File: config.mk
export PLATFORM = sky130hd
export DESIGN_NAME = pht_cell
export DESIGN_NICKNAME = d
export VERILOG_FILES = /design/src/sv/pht_pkg.sv /design/src/sv/pht_cell.sv
export SDC_FILE = /design/constraint.sdc
export NUM_CORES = 1
export LEC_CHECK = 0
export ABC_AREA = 1
export BUFFER_PORTS_ARGS = -buffer_cell sky130_fd_sc_hd__buf_2
export CAP_MARGIN = 25
export CORE_AREA = 8 8 154 156
export CTS_CLUSTER_DIAMETER = 60
export DETAILED_ROUTE_END_ITERATION = 12
export DIE_AREA = 0 0 162 164
export PLACE_DENSITY_LB_ADDON = 0.15
export SKIP_CTS_REPAIR_TIMING = 1
export SLEW_MARGIN = 10
export SYNTH_ARGS = -nofsm -noshare
export SYNTH_HDL_FRONTEND = slang
export SYNTH_SLANG_ARGS = --single-unit
File: constraint.sdc
create_clock -name clk_i -period 2.04 [get_ports clk_i]
set_clock_uncertainty 0.15 [all_clocks]
set_input_delay 0.204 -clock clk_i [delete_from_list [all_inputs] [get_ports clk_i]]
set_output_delay 0.204 -clock clk_i [all_outputs]
set_load 0.005 [all_outputs]
File: src/sv/pht_pkg.sv
`timescale 1ns / 1ps
// Shared types and codes for the pending handle table with time-to-live.
// No dependencies; imported by every module of the block.
package pht_pkg;

  typedef enum logic [2:0] {
    ACT_RECORD = 3'd0,
    ACT_CLAIM  = 3'd1,
    ACT_FORGET = 3'd2,
    ACT_CLEAR  = 3'd3,
    ACT_COUNT  = 3'd4,
    ACT_TICK   = 3'd5
  } action_e;

  typedef enum logic [2:0] {
    ST_NEW      = 3'd0,
    ST_REPLACED = 3'd1,
    ST_EVICTED  = 3'd2,
    ST_REJECTED = 3'd3,
    ST_CLAIMED  = 3'd4,
    ST_NOTFOUND = 3'd5,
    ST_DONE     = 3'd6
  } status_e;

  typedef enum logic [1:0] {
    S_IDLE,
    S_SCAN,
    S_DECIDE,
    S_DONE
  } state_e;

  localparam int unsigned HandleW   = 64;
  localparam int unsigned AppW      = 32;
  localparam int unsigned AgeW      = 32;
  localparam int unsigned TtlW      = 32;
  localparam int unsigned CountOutW = 6;

  localparam logic [TtlW-1:0] TtlReset = 32'd60;

  typedef struct packed {
    logic               valid;
    logic [HandleW-1:0] handle;
    logic [AppW-1:0]    app;
    logic [AgeW-1:0]    age;
  } entry_t;

  // Per-cell controls for one clock cycle.
  typedef struct packed {
    logic shift;
    logic load;
    logic tick;
    logic clear;
    logic dec_en;
  } cell_ctl_t;

  // What the head unit does with the entry passing it.
  typedef struct packed {
    logic run;
    logic prune;
    logic lookup;
    logic replace;
  } head_ctl_t;

  // Head unit status back to the sequencer.
  typedef struct packed {
    logic dec_en;
    logic cnt_dec;
    logic found;
    logic free_v;
    logic best_v;
  } head_stat_t;

endpackage

File: src/sv/pht_cell.sv
`timescale 1ns / 1ps
// One storage cell of the entry ring: holds an entry and its insertion rank.
// Depends on pht_pkg for the entry and control types.
module pht_cell import pht_pkg::*; #(
  parameter int unsigned RankW = 5
) (
  input  logic             clk_i,
  input  logic             rst_ni,
  input  cell_ctl_t        ctl_i,
  input  entry_t           nb_i,
  input  logic [RankW-1:0] nb_rank_i,
  input  entry_t           ld_i,
  input  logic [RankW-1:0] ld_rank_i,
  input  logic [RankW-1:0] dec_rank_i,
  output entry_t           entry_o,
  output logic [RankW-1:0] rank_o
);

  logic               valid_q, valid_d;
  logic [HandleW-1:0] handle_q;
  logic [AppW-1:0]    app_q;
  logic [AgeW-1:0]    age_q;
  logic [RankW-1:0]   rank_q, rank_d;
  entry_t             own, base, entry_d;
  logic [RankW-1:0]   base_rank;

  always_comb begin
    own       = '{valid: valid_q, handle: handle_q, app: app_q, age: age_q};
    base      = ctl_i.shift ? nb_i : own;
    base_rank = ctl_i.shift ? nb_rank_i : rank_q;
    entry_d   = base;
    rank_d    = base_rank;
    if (ctl_i.load) begin
      entry_d = ld_i;
      rank_d  = ld_rank_i;
    end else begin
      // A dropped entry below us in rank order closes the gap.
      if (ctl_i.dec_en && base.valid && (base_rank > dec_rank_i)) begin
        rank_d = base_rank - 1'b1;
      end
      if (ctl_i.tick && base.valid && (base.age != '1)) begin
        entry_d.age = base.age + 1'b1;
      end
      if (ctl_i.clear) begin
        entry_d.valid = 1'b0;
      end
    end
    valid_d = entry_d.valid;
  end

  always_ff @(posedge clk_i or negedge rst_ni) begin
    if (!rst_ni) begin
      valid_q <= 1'b0;
    end else begin
      valid_q <= valid_d;
    end
  end

  always_ff @(posedge clk_i) begin
    handle_q <= entry_d.handle;
    app_q    <= entry_d.app;
    age_q    <= entry_d.age;
    rank_q   <= rank_d;
  end

  assign entry_o = own;
  assign rank_o  = rank_q;

endmodule

==> results.md <==
- Status: finished, violations left
- Failing checks: hold timing
- Reg2reg setup slack: approximately 0.16 ns
- Headroom to the max-slew limit: around 42%
- Total power: roughly 8.7 mW
- Min-delay src: nb_i[123]
- CTS clock-pin slew for the worst setup and hold paths: roughly 0.07 ns
- Cell family with most CP delay: buffers and inverters
- CTS tree: built
- Seq cells post-synth: roughly 130
- Via count: about 9800
- Initial antenna violation count: 4
- Reg2Reg Depth: 13
- Root Driver: clkbuf_16
- Vias in the first global route: 8349
- Worst R2R Start: age_q[0]
- Largest net degree at the start of global routing: 146
- Setup TNS: 0 ns
- Worst Path Arrival: 2.17 ns
- Final period util: between 90% and 100%
- Worst-Skew Late Latency: roughly 0.42 ns
- Worst path slowest cell: buf_4
- Die footprint: 26600 um2
- Sw power: approximately 2.6 mW
- Vias/cell: roughly 4.8
- Mapped Nets: between 1000 and 1500
- Switch share: between 20% and 30%
- Crit. path cell count: 6
- Max Cap Viol: 0
- Required time of the worst setup path: between 2 and 2.5 ns
- Routed length per instance: ~17 um
- Sequential area share after synthesis: a little under half
- Synthesized area: 7840 um2
- Core ar.: roughly 21000 um2
- CP Max Fanout: between 70 and 80
- Bufs and invs on worst path: 4
- Worst vdd ir: 0.559 mV
- Final-report setup violation count: 0
- Post-Synthesis Cells: ~1100
- Crit path from: ctl_i[4]
- GR Util All Layers: a little under a quarter
- CTS buffer count: 17
- First-pass GRT wire length: 47600 um
- Detailed Place HPWL: around 25000 um
- Hold path cells: 3
- Hold WS: -0.0216 ns
- HP Class: in2reg
- Pwr dens: about 630 nW/um2
- Max Clock Freq: between 0.4 and 0.5 GHz
- Kind of critical path: in2reg
- Area Overhead vs Synth: 76.8%
- Max Slew Vio Count: 0
- Overflow after GRT: 0
- Synth cell types: 35
- Power Internal: roughly 6.1 mW
- I/O Pins: around 410
- H-tree levels: 4
- Syn avg cell area: between 7 and 8 um2
- Largest stage delay on the critical path: 0.65 ns
- Final hold vios: 1
- Ys Warns: 0
- Port Buffers: about 410
- Actual slew at the worst max-slew pin: roughly 0.88 ns
- Layout cells sized above 1: around a third
- Post-layout min period: 2.03 ns
- Nets@finish: just over 2000
- Final WL: about 36000 um
- DR iter-0 viols: between 800 and 900
- Initial Util: 36.7%
- Critical Path, Cell by Cell: buf_4 > buf_4 > buf_4 > nand3_1 > nand2_1 > dlygate4sd3_1
- Die width: 162 um
- Worst setup EP type: flop
- Sequential share of power: between 30% and 40%
- Rows: between 50 and 60
- Clock power frac: 35.7%
- GP Congestion: 0.912
- Longest Clk Path Bufs: 2
- Gate power share: approximately 26%
- Routed Antenna Nets: 0
- CTS Sinks: between 100 and 150
- Die H: ~160 um
- Cell repeated most along the worst path: buf_4
- Initial DRT Pass Iterations: 5
- CP Launch Type: primary input
- Leakage: slightly above 7 nW
- # DRC: 0
-- stage by stage --
step           worst slack (ns)  area, um2  hold WS [ns]  utilization, %  instances
2_1_floorplan           -0.0472       7960        -0.242               -       1061
3_3_place_gp            -0.0695      10900        -0.171            51.1       1796
3_5_place_dp             -0.111      10900        -0.169            51.1       1796
4_1_cts                  0.0601      11500        -0.625            53.9       1828
5_1_grt                 -0.0337      13900       0.00666            64.9       2063
6_report                 0.0129      13900       -0.0216            64.9       2063
-- power groups by stage --
stage | clock, mW | combinational [mW] | sequential, mW
finish | 3.11 | 2.25 | 3.34
global route | 3.29 | 2.47 | 3.37
CTS | 3.18 | 1.82 | 3.34
detailed placement | 0 | 1.81 | 3.39
global placement | 0 | 1.80 | 3.38
floorplan | 0 | 0.774 | 3.43
-- final cells by class --
class                           count  area [um2]
Clock inverter                     15         160
Clock buffer                       17         425
Tap cell                          280         350
Fill cell                        1796        7500
Antenna cell                        3        7.51
Sequential cell                   134        3650
Multi-Input combinational cell    818        3780
Inverter                           52         203
Timing Repair Buffer              744        5280
-- sequential cells by signal, indices dropped and copies added, names as in the netlist --
| signal | flops |
|---|---|
| valid_q | 1 |
| age_q | 32 |
| handle_q | 64 |
| rank_o | 5 |
| app_q | 32 |
-- synth_stat cells (all sizes together) --
| cell type | count | area [um2] |
|---|---|---|
| or2 | 1 | 6.26 |
| mux2i | 2 | 20.0 |
| nand2 | 541 | 2150 |
| a31oi | 1 | 6.26 |
| xnor2 | 5 | 43.8 |
| o21ai | 5 | 32.5 |
| xor2 | 5 | 43.8 |
| o21bai | 4 | 30.0 |
| nor2 | 61 | 305 |
| nand3 | 162 | 811 |
| a21oi | 11 | 55.1 |
| inv | 52 | 200 |
| buf | 26 | 199 |
| dfrtp | 1 | 25.0 |
| edfxtp | 96 | 2880 |
| dfxtp | 37 | 741 |
| o211ai | 1 | 7.51 |
| ha | 7 | 87.6 |
| nand4 | 11 | 68.8 |
| clkbuf | 31 | 116 |
| o31ai | 1 | 7.51 |
-- cell usage in the layout, fill, tap and decap left out, types with 5 or more instances in the layout --
cell and n:
xor2_1 5, buf_12 12, nand2_2 28, dfxtp_1 35, nand4_1 11, nand2_1 504, inv_1 48, nand2_4 8
dlygate4sd3_1 229, clkbuf_16 17, inv_6 6, edfxtp_1 96, a21oi_1 11, xnor2_1 5, buf_2 411, nor2_1 44
buf_4 92, nand3_1 160, nor2_4 8, ha_1 5, nor2_2 8
-- final timing paths --
| kind | end |
|---|---|
| worst max-delay path | handle_q[30] |
| worst max register to register | age_q[26] |
| worst min-delay path | handle_q[59] |
| max in group asynchronous | valid_q |
| min in group asynchronous | valid_q |
| worst min register to register | rank_o[2] |
-- logic make-up (layout without fill, tap and decap cells) --
group,count (synthesis),in the layout,synth area share [%]
muxes,2,2,0.255
adders and majority gates,7,7,1.12
xor gates and xnor gates,10,10,1.12
other,0,3,0
AOI/OAI and AO/OA,23,23,1.77
DFF,134,134,46.6
buffers and inverters,109,828,6.58
and+or+nand+nor,776,776,42.6
-- worst reg2reg max path: cells and delay by family, from the launching register on --
| kind | cells | cell delay [ns] |
|---|---|---|
| compound gates | 2 | 0.13 |
| fa+ha+maj | 1 | 0.19 |
| buf+inv | 1 | 0.13 |
| flops | 1 | 0.36 |
| simple gates | 9 | 0.82 |
-- metal layers --
layer,GRT usage (%),up-vias,part of all wire [%]
met5,0,-,0.075
met4,6.14,4,2.9
met3,6.19,69,8.2
met2,38.6,474,49
met1,28.6,4441,39
li1,-,4832,-
No activity file was read; power rests on OpenSTA's default activity.
