$ cat src/sv/pht_pkg.sv
`timescale 1ns / 1ps
// Shared types and codes for the pending handle table with time-to-live.
// No dependencies; imported by every module of the block.
package pht_pkg;

  typedef enum logic [2:0] {
    ACT_RECORD = 3'd0,
    ACT_CLAIM  = 3'd1,
    ACT_FORGET = 3'd2,
    ACT_CLEAR  = 3'd3,
    ACT_COUNT  = 3'd4,
    ACT_TICK   = 3'd5
  } action_e;

  typedef enum logic [2:0] {
    ST_NEW      = 3'd0,
    ST_REPLACED = 3'd1,
    ST_EVICTED  = 3'd2,
    ST_REJECTED = 3'd3,
    ST_CLAIMED  = 3'd4,
    ST_NOTFOUND = 3'd5,
    ST_DONE     = 3'd6
  } status_e;

  typedef enum logic [1:0] {
    S_IDLE,
    S_SCAN,
    S_DECIDE,
    S_DONE
  } state_e;

  localparam int unsigned HandleW   = 64;
  localparam int unsigned AppW      = 32;
  localparam int unsigned AgeW      = 32;
  localparam int unsigned TtlW      = 32;
  localparam int unsigned CountOutW = 6;

  localparam logic [TtlW-1:0] TtlReset = 32'd60;

  typedef struct packed {
    logic               valid;
    logic [HandleW-1:0] handle;
    logic [AppW-1:0]    app;
    logic [AgeW-1:0]    age;
  } entry_t;

  // Per-cell controls for one clock cycle.
  typedef struct packed {
    logic shift;
    logic load;
    logic tick;
    logic clear;
    logic dec_en;
  } cell_ctl_t;

  // What the head unit does with the entry passing it.
  typedef struct packed {
    logic run;
    logic prune;
    logic lookup;
    logic replace;
  } head_ctl_t;

  // Head unit status back to the sequencer.
  typedef struct packed {
    logic dec_en;
    logic cnt_dec;
    logic found;
    logic free_v;
    logic best_v;
  } head_stat_t;

endpackage

$ cat src/sv/pht_head.sv
`timescale 1ns / 1ps
// Head unit of the entry ring: prunes, looks up and tracks the eviction victim
// as each entry passes cell zero. Depends on pht_pkg.
module pht_head import pht_pkg::*; #(
  parameter int unsigned SLOTS = 32
) (
  input  logic                             clk_i,
  input  logic                             rst_ni,
  input  logic                             start_i,
  input  head_ctl_t                        ctl_i,
  input  logic [HandleW-1:0]               key_i,
  input  logic [AppW-1:0]                  app_i,
  input  logic [TtlW-1:0]                  ttl_i,
  input  logic [$clog2(SLOTS+1)-1:0]       count_i,
  input  logic [$clog2(SLOTS)-1:0]         step_i,
  input  entry_t                           head_i,
  input  logic [$clog2(SLOTS)-1:0]         head_rank_i,
  output entry_t                           tail_o,
  output logic [$clog2(SLOTS)-1:0]         tail_rank_o,
  output logic [$clog2(SLOTS)-1:0]         dec_rank_o,
  output head_stat_t                       stat_o,
  output logic [AppW-1:0]                  found_app_o,
  output logic [$clog2(SLOTS)-1:0]         free_pos_o,
  output logic [$clog2(SLOTS)-1:0]         best_pos_o,
  output logic [$clog2(SLOTS)-1:0]         best_rank_o,
  output logic [$clog2(SLOTS+1)-1:0]       expired_o
);

  localparam int unsigned PosW   = $clog2(SLOTS);
  localparam int unsigned CountW = $clog2(SLOTS+1);

  logic              found_q, free_v_q, best_v_q;
  logic [CountW-1:0] exp_q;
  logic [AppW-1:0]   found_app_q;
  logic [PosW-1:0]   free_pos_q, best_pos_q, best_rank_q;
  logic [AgeW-1:0]   best_age_q;

  logic              h_exp, h_match, h_better;
  logic [CountW-1:0] cnt_m1;

  always_comb begin
    cnt_m1   = count_i - 1'b1;
    h_exp    = ctl_i.prune && head_i.valid && (head_i.age >= ttl_i);
    h_match  = ctl_i.lookup && head_i.valid && !h_exp && !found_q &&
               (head_i.handle == key_i);
    h_better = head_i.valid && !h_exp && !h_match &&
               (!best_v_q || (head_i.age > best_age_q) ||
                ((head_i.age == best_age_q) && (head_rank_i < best_rank_q)));

    tail_o      = head_i;
    tail_rank_o = head_rank_i;
    if (ctl_i.run) begin
      if (h_exp) begin
        tail_o.valid = 1'b0;
      end else if (h_match) begin
        if (ctl_i.replace) begin
          // Rewritten in place as the newest entry; the count is unchanged.
          tail_o      = '{valid: 1'b1, handle: key_i, app: app_i, age: '0};
          tail_rank_o = cnt_m1[PosW-1:0];
        end else begin
          tail_o.valid = 1'b0;
        end
      end
    end

    dec_rank_o     = head_rank_i;
    stat_o.dec_en  = ctl_i.run && (h_exp || h_match);
    stat_o.cnt_dec = ctl_i.run && (h_exp || (h_match && !ctl_i.replace));
    stat_o.found   = found_q;
    stat_o.free_v  = free_v_q;
    stat_o.best_v  = best_v_q;
  end

  always_ff @(posedge clk_i or negedge rst_ni) begin
    if (!rst_ni) begin
      found_q  <= 1'b0;
      free_v_q <= 1'b0;
      best_v_q <= 1'b0;
      exp_q    <= '0;
    end else if (start_i) begin
      found_q  <= 1'b0;
      free_v_q <= 1'b0;
      best_v_q <= 1'b0;
      exp_q    <= '0;
    end else if (ctl_i.run) begin
      if (h_match) begin
        found_q <= 1'b1;
      end
      if (!tail_o.valid) begin
        free_v_q <= 1'b1;
      end
      if (h_better) begin
        best_v_q <= 1'b1;
      end
      if (h_exp) begin
        exp_q <= exp_q + 1'b1;
      end
    end
  end

  always_ff @(posedge clk_i) begin
    if (ctl_i.run) begin
      if (h_match) begin
        found_app_q <= head_i.app;
      end
      // The ring turns a full circle, so the entry at the head in step k
      // ends the pass back in cell k.
      if (!tail_o.valid) begin
        free_pos_q <= step_i;
      end
      if (h_better) begin
        best_pos_q  <= step_i;
        best_rank_q <= head_rank_i;
        best_age_q  <= head_i.age;
      end
    end
  end

  assign found_app_o = found_app_q;
  assign free_pos_o  = free_pos_q;
  assign best_pos_o  = best_pos_q;
  assign best_rank_o = best_rank_q;
  assign expired_o   = exp_q;

endmodule

$ cat config.mk
export PLATFORM = sky130hd
export DESIGN_NAME = pht_head
export DESIGN_NICKNAME = d
export VERILOG_FILES = /design/src/sv/pht_pkg.sv /design/src/sv/pht_head.sv
export SDC_FILE = /design/constraint.sdc
export NUM_CORES = 1
export LEC_CHECK = 0
export ABC_AREA = 1
export BUFFER_PORTS_ARGS = -buffer_cell sky130_fd_sc_hd__clkbuf_2
export CORE_AREA = 3 3 187 189
export DETAILED_ROUTE_END_ITERATION = 8
export DIE_AREA = 0 0 190 192
export HOLD_SLACK_MARGIN = 0.02
export SLEW_MARGIN = 20
export SYNTH_ARGS = -nofsm -noshare
export SYNTH_HDL_FRONTEND = slang
export SYNTH_SLANG_ARGS = --single-unit
$ cat constraint.sdc
create_clock -name clk_i -period 6 [get_ports clk_i]
set_input_delay 0.6 -clock clk_i [delete_from_list [all_inputs] [get_ports clk_i]]
set_output_delay 0.6 -clock clk_i [all_outputs]
set_load 0.005 [all_outputs]
==> flow_metrics.env <==
export IMPL_status="completed"
export IMPL_startpoint="head_i[29]"
export IMPL_place_gp_congestion=0.932
export IMPL_ir_worst_vdd_mv=0.0985
export IMPL_port_buffers=475
export IMPL_grt_use_total=0.160
export IMPL_seq_power_share=0.401
export IMPL_tritoncts="built"
export IMPL_syn_area_per_cell_um2=6.98
export IMPL_initial_core_util=0.220
export IMPL_synthMostInstantiatedCell="nand2_1"
export IMPL_fin_skew_ps=9.76
export IMPL_ant_nets=0
export IMPL_dpl_worst_slack_ps=1570
export IMPL_r2r_cells=9
export IMPL_post_cts_setup_buffer_count=0
export IMPL_clkTransAtPathRegs_ps=70
export IMPL_synth_cell_types=39
export IMPL_timing_rr_start="best_age_q[27]"
export IMPL_synth_xor_area_share=0.0227
export IMPL_worstPathRequired_ps=5400
export IMPL_numCtsBuffers=9
export IMPL_synth_seq_cells=88
export IMPL_hold_path_class="primary input to asynchronous set/reset pin"
export IMPL_die_area_mm2=0.0365
export IMPL_placed_area_mm2=0.00997
export IMPL_synth_async_reset_ratio=0.102
export IMPL_maxSlewViolCount=0
export IMPL_n_antenna_cell=0
export IMPL_yosys_area_share_simple=0.264
export IMPL_synth_top_area_share=0.323
export IMPL_yosys_top_cells_count="nand2_1 (287), inv_1 (212), nor2_1 (97)"
export IMPL_syn_nets=1402
export IMPL_clock_latency_ps=350
export IMPL_maxSlewHeadroom=0.321
export IMPL_ioPinCount=477
export IMPL_period_share=0.724
export IMPL_viasPerCell=4.15
export IMPL_yosys_area_top_type="edfxtp_1"
export IMPL_combPwrFrac=0.266
export IMPL_die_w_um=190
export IMPL_drcViolationCount=0
export IMPL_cp_max_fo=37
export IMPL_maxCapViolations=0
export IMPL_ctsRootBufferMaster="clkbuf_16"
export IMPL_synth_adder_area_share=0.119
export IMPL_yosys_warnings=0
export IMPL_setup_viol=0
export IMPL_grt_antenna_before_repair=0
export IMPL_ys_top_cells_by_area="edfxtp_1 (32%), nand2_1 (15%), ha_1 (12%)"
export IMPL_clockPowerShare=0.332
export IMPL_synth_edf_count=79
export IMPL_fmax_ghz=0.230
export IMPL_seq_area_frac_synth=0.354
export IMPL_power_density_mw_per_mm2=169
export IMPL_wl_per_cell_um=16.3
export IMPL_synth_top_family_by_area="simple AND/OR/NAND/NOR gates"
export IMPL_synthCells=1052
export IMPL_fp_dieH_um=192
export IMPL_drive_gt1_frac=0.356
export IMPL_ctsHoldBuffers=0
export IMPL_power_leakage_nw=5.86
export IMPL_worstMarginPinSlew_ps=1010
export IMPL_postRouteWirelength_mm=31.1
export IMPL_cts_buffer_depth=2
export IMPL_cp_arrival_ps=3740
export IMPL_vias=7934
export IMPL_p_int_w=0.00121
export IMPL_criticalPathCategory="primary input to output port"
export IMPL_cts_sinks=88
export IMPL_place_hpwl_mm=27.7
export IMPL_switching_share=0.302
export IMPL_syn_cell_area_mm2=0.00734
export IMPL_grt_max_degree=38
export IMPL_coreArea_mm2=0.0334
export IMPL_worstReg2RegEnd="best_age_q[15]"
export IMPL_crit_path_end="tail_o[32]"
export IMPL_final_min_clock_period_ps=4340
export IMPL_synth_ff_type="edfxtp_1"
export IMPL_grt_pass1_wl_mm=43.5
export IMPL_rsz0062_at_grt="no"
export IMPL_timing_setup_tns_ps=0
export IMPL_layout_setup_ws_ps=1660
export IMPL_htreeDepth=3
export IMPL_final_nets=1809
export IMPL_drtIter0Drc=392
export IMPL_grt_pass1_vias=7529
export IMPL_rrSetupSlack_ps=2780
export IMPL_cts_resized=0
export IMPL_fin_area_mm2=0.0103
export IMPL_power_switching_w=0.000524
export IMPL_dr_pass1_iters=4
export IMPL_area_delta_synth_final_pct=39.8
export IMPL_gr_total_overflow=0
export IMPL_finalHoldViolCount=0
export IMPL_synth_mux_area_fraction=0
export IMPL_critPathLaunchType="primary input"
export IMPL_fin_hold_ws_ps=91.9
export IMPL_synth_compound_area_frac=0.0807
export IMPL_rows=67
export IMPL_end_kind="output port"
==> metrics by stage <==
stage	std cells	power, W	util
6_report	1912	0.00173	0.307
2_1_floorplan	1052	0.000927	-
4_1_cts	1912	0.00176	0.307
3_3_place_gp	1896	0.00117	0.298
5_1_grt	1912	0.00184	0.307
3_5_place_dp	1896	0.00118	0.298
==> cells by family after synthesis <==
family          after synthesis
compound gates              110
buf+inv                     299
simple gates                466
fa+ha+maj                    70
flops                        88
xor+xnor                     19
==> layer usage <==
layer / up-vias / global-route usage / wire (um)
met3: 47 / 0.0325 / 1970
met1: 3484 / 0.180 / 12100
met4: 0 / 0.0691 / 1220
li1: 4065 / - / -
met5: - / 0 / 0
met2: 338 / 0.291 / 15800
==> power by group through the flow <==
stage	Combinational [W]	Clock [W]	Sequential (W)
finish	0.000461	0.000576	0.000696
global route	0.000522	0.000623	0.000697
CTS	0.000471	0.000596	0.000696
detailed placement	0.000468	0	0.000710
global placement	0.000463	0	0.000709
floorplan	0.000217	0	0.000710
==> worst max-delay path, cell delays in order <==
cell and delay (ps):
clkbuf_2 130, ha_1 300, a21oi_1 160, nor2_1 60, nor3_1 140, nand2_1 100, a21oi_1 160, nand2_1 180
a21oi_2 190, nand2_2 60, buf_4 240, nor2_4 560, buf_4 420, nand2_1 180, nand2_1 100, clkbuf_2 110
==> area by class of cell <==
cell class / count / area (um^2)
fill: 3711 / 23200
multi-input combinational: 665 / 3590
sequential: 88 / 2600
timing repair buffer: 481 / 2420
inverter: 214 / 803
tap: 448 / 561
clock buffer: 10 / 229
clock inverter: 6 / 67.6
==> how the worst min path moves through the flow <==
| stage | end | cells after the start | startpoint | slack, ps |
|---|---|---|---|---|
| 2_1_floorplan | best_v_q | 0 | rst_ni | 300 |
| 3_3_place_gp | expired_o[4] | 1 | rst_ni | 470 |
| 3_5_place_dp | expired_o[4] | 1 | rst_ni | 470 |
| 4_1_cts | expired_o[5] | 1 | rst_ni | 80 |
| 5_1_grt | expired_o[4] | 1 | rst_ni | 90 |
| 6_report | expired_o[5] | 1 | rst_ni | 90 |
==> layout by cell type, fill, tap and decap left out, types with 2 or more instances in the layout <==
cell type,count
o21a_1,4
dfrtp_1,9
nor3_1,8
inv_1,211
inv_6,2
nand4_1,28
edfxtp_1,79
buf_4,6
nand2_1,287
nor4_1,5
a21oi_1,41
clkinvlp_4,2
or2_2,18
o21ai_0,53
clkbuf_2,475
nor2_1,97
xnor2_1,15
clkbuf_16,9
xor2_1,4
clkinv_1,2
nand3_1,16
o2111ai_1,2
ha_1,70
==> sequential cells by signal (all words and copies together) (netlist names) <==
| name | flops |
|---|---|
| expired_o | 6 |
| best_v_q | 1 |
| best_age_q | 32 |
| found_app_o | 32 |
| free_pos_o | 5 |
| found_q | 1 |
| best_rank_o | 5 |
| free_v_q | 1 |
| best_pos_o | 5 |
No activity file was read; power rests on OpenSTA's default activity.
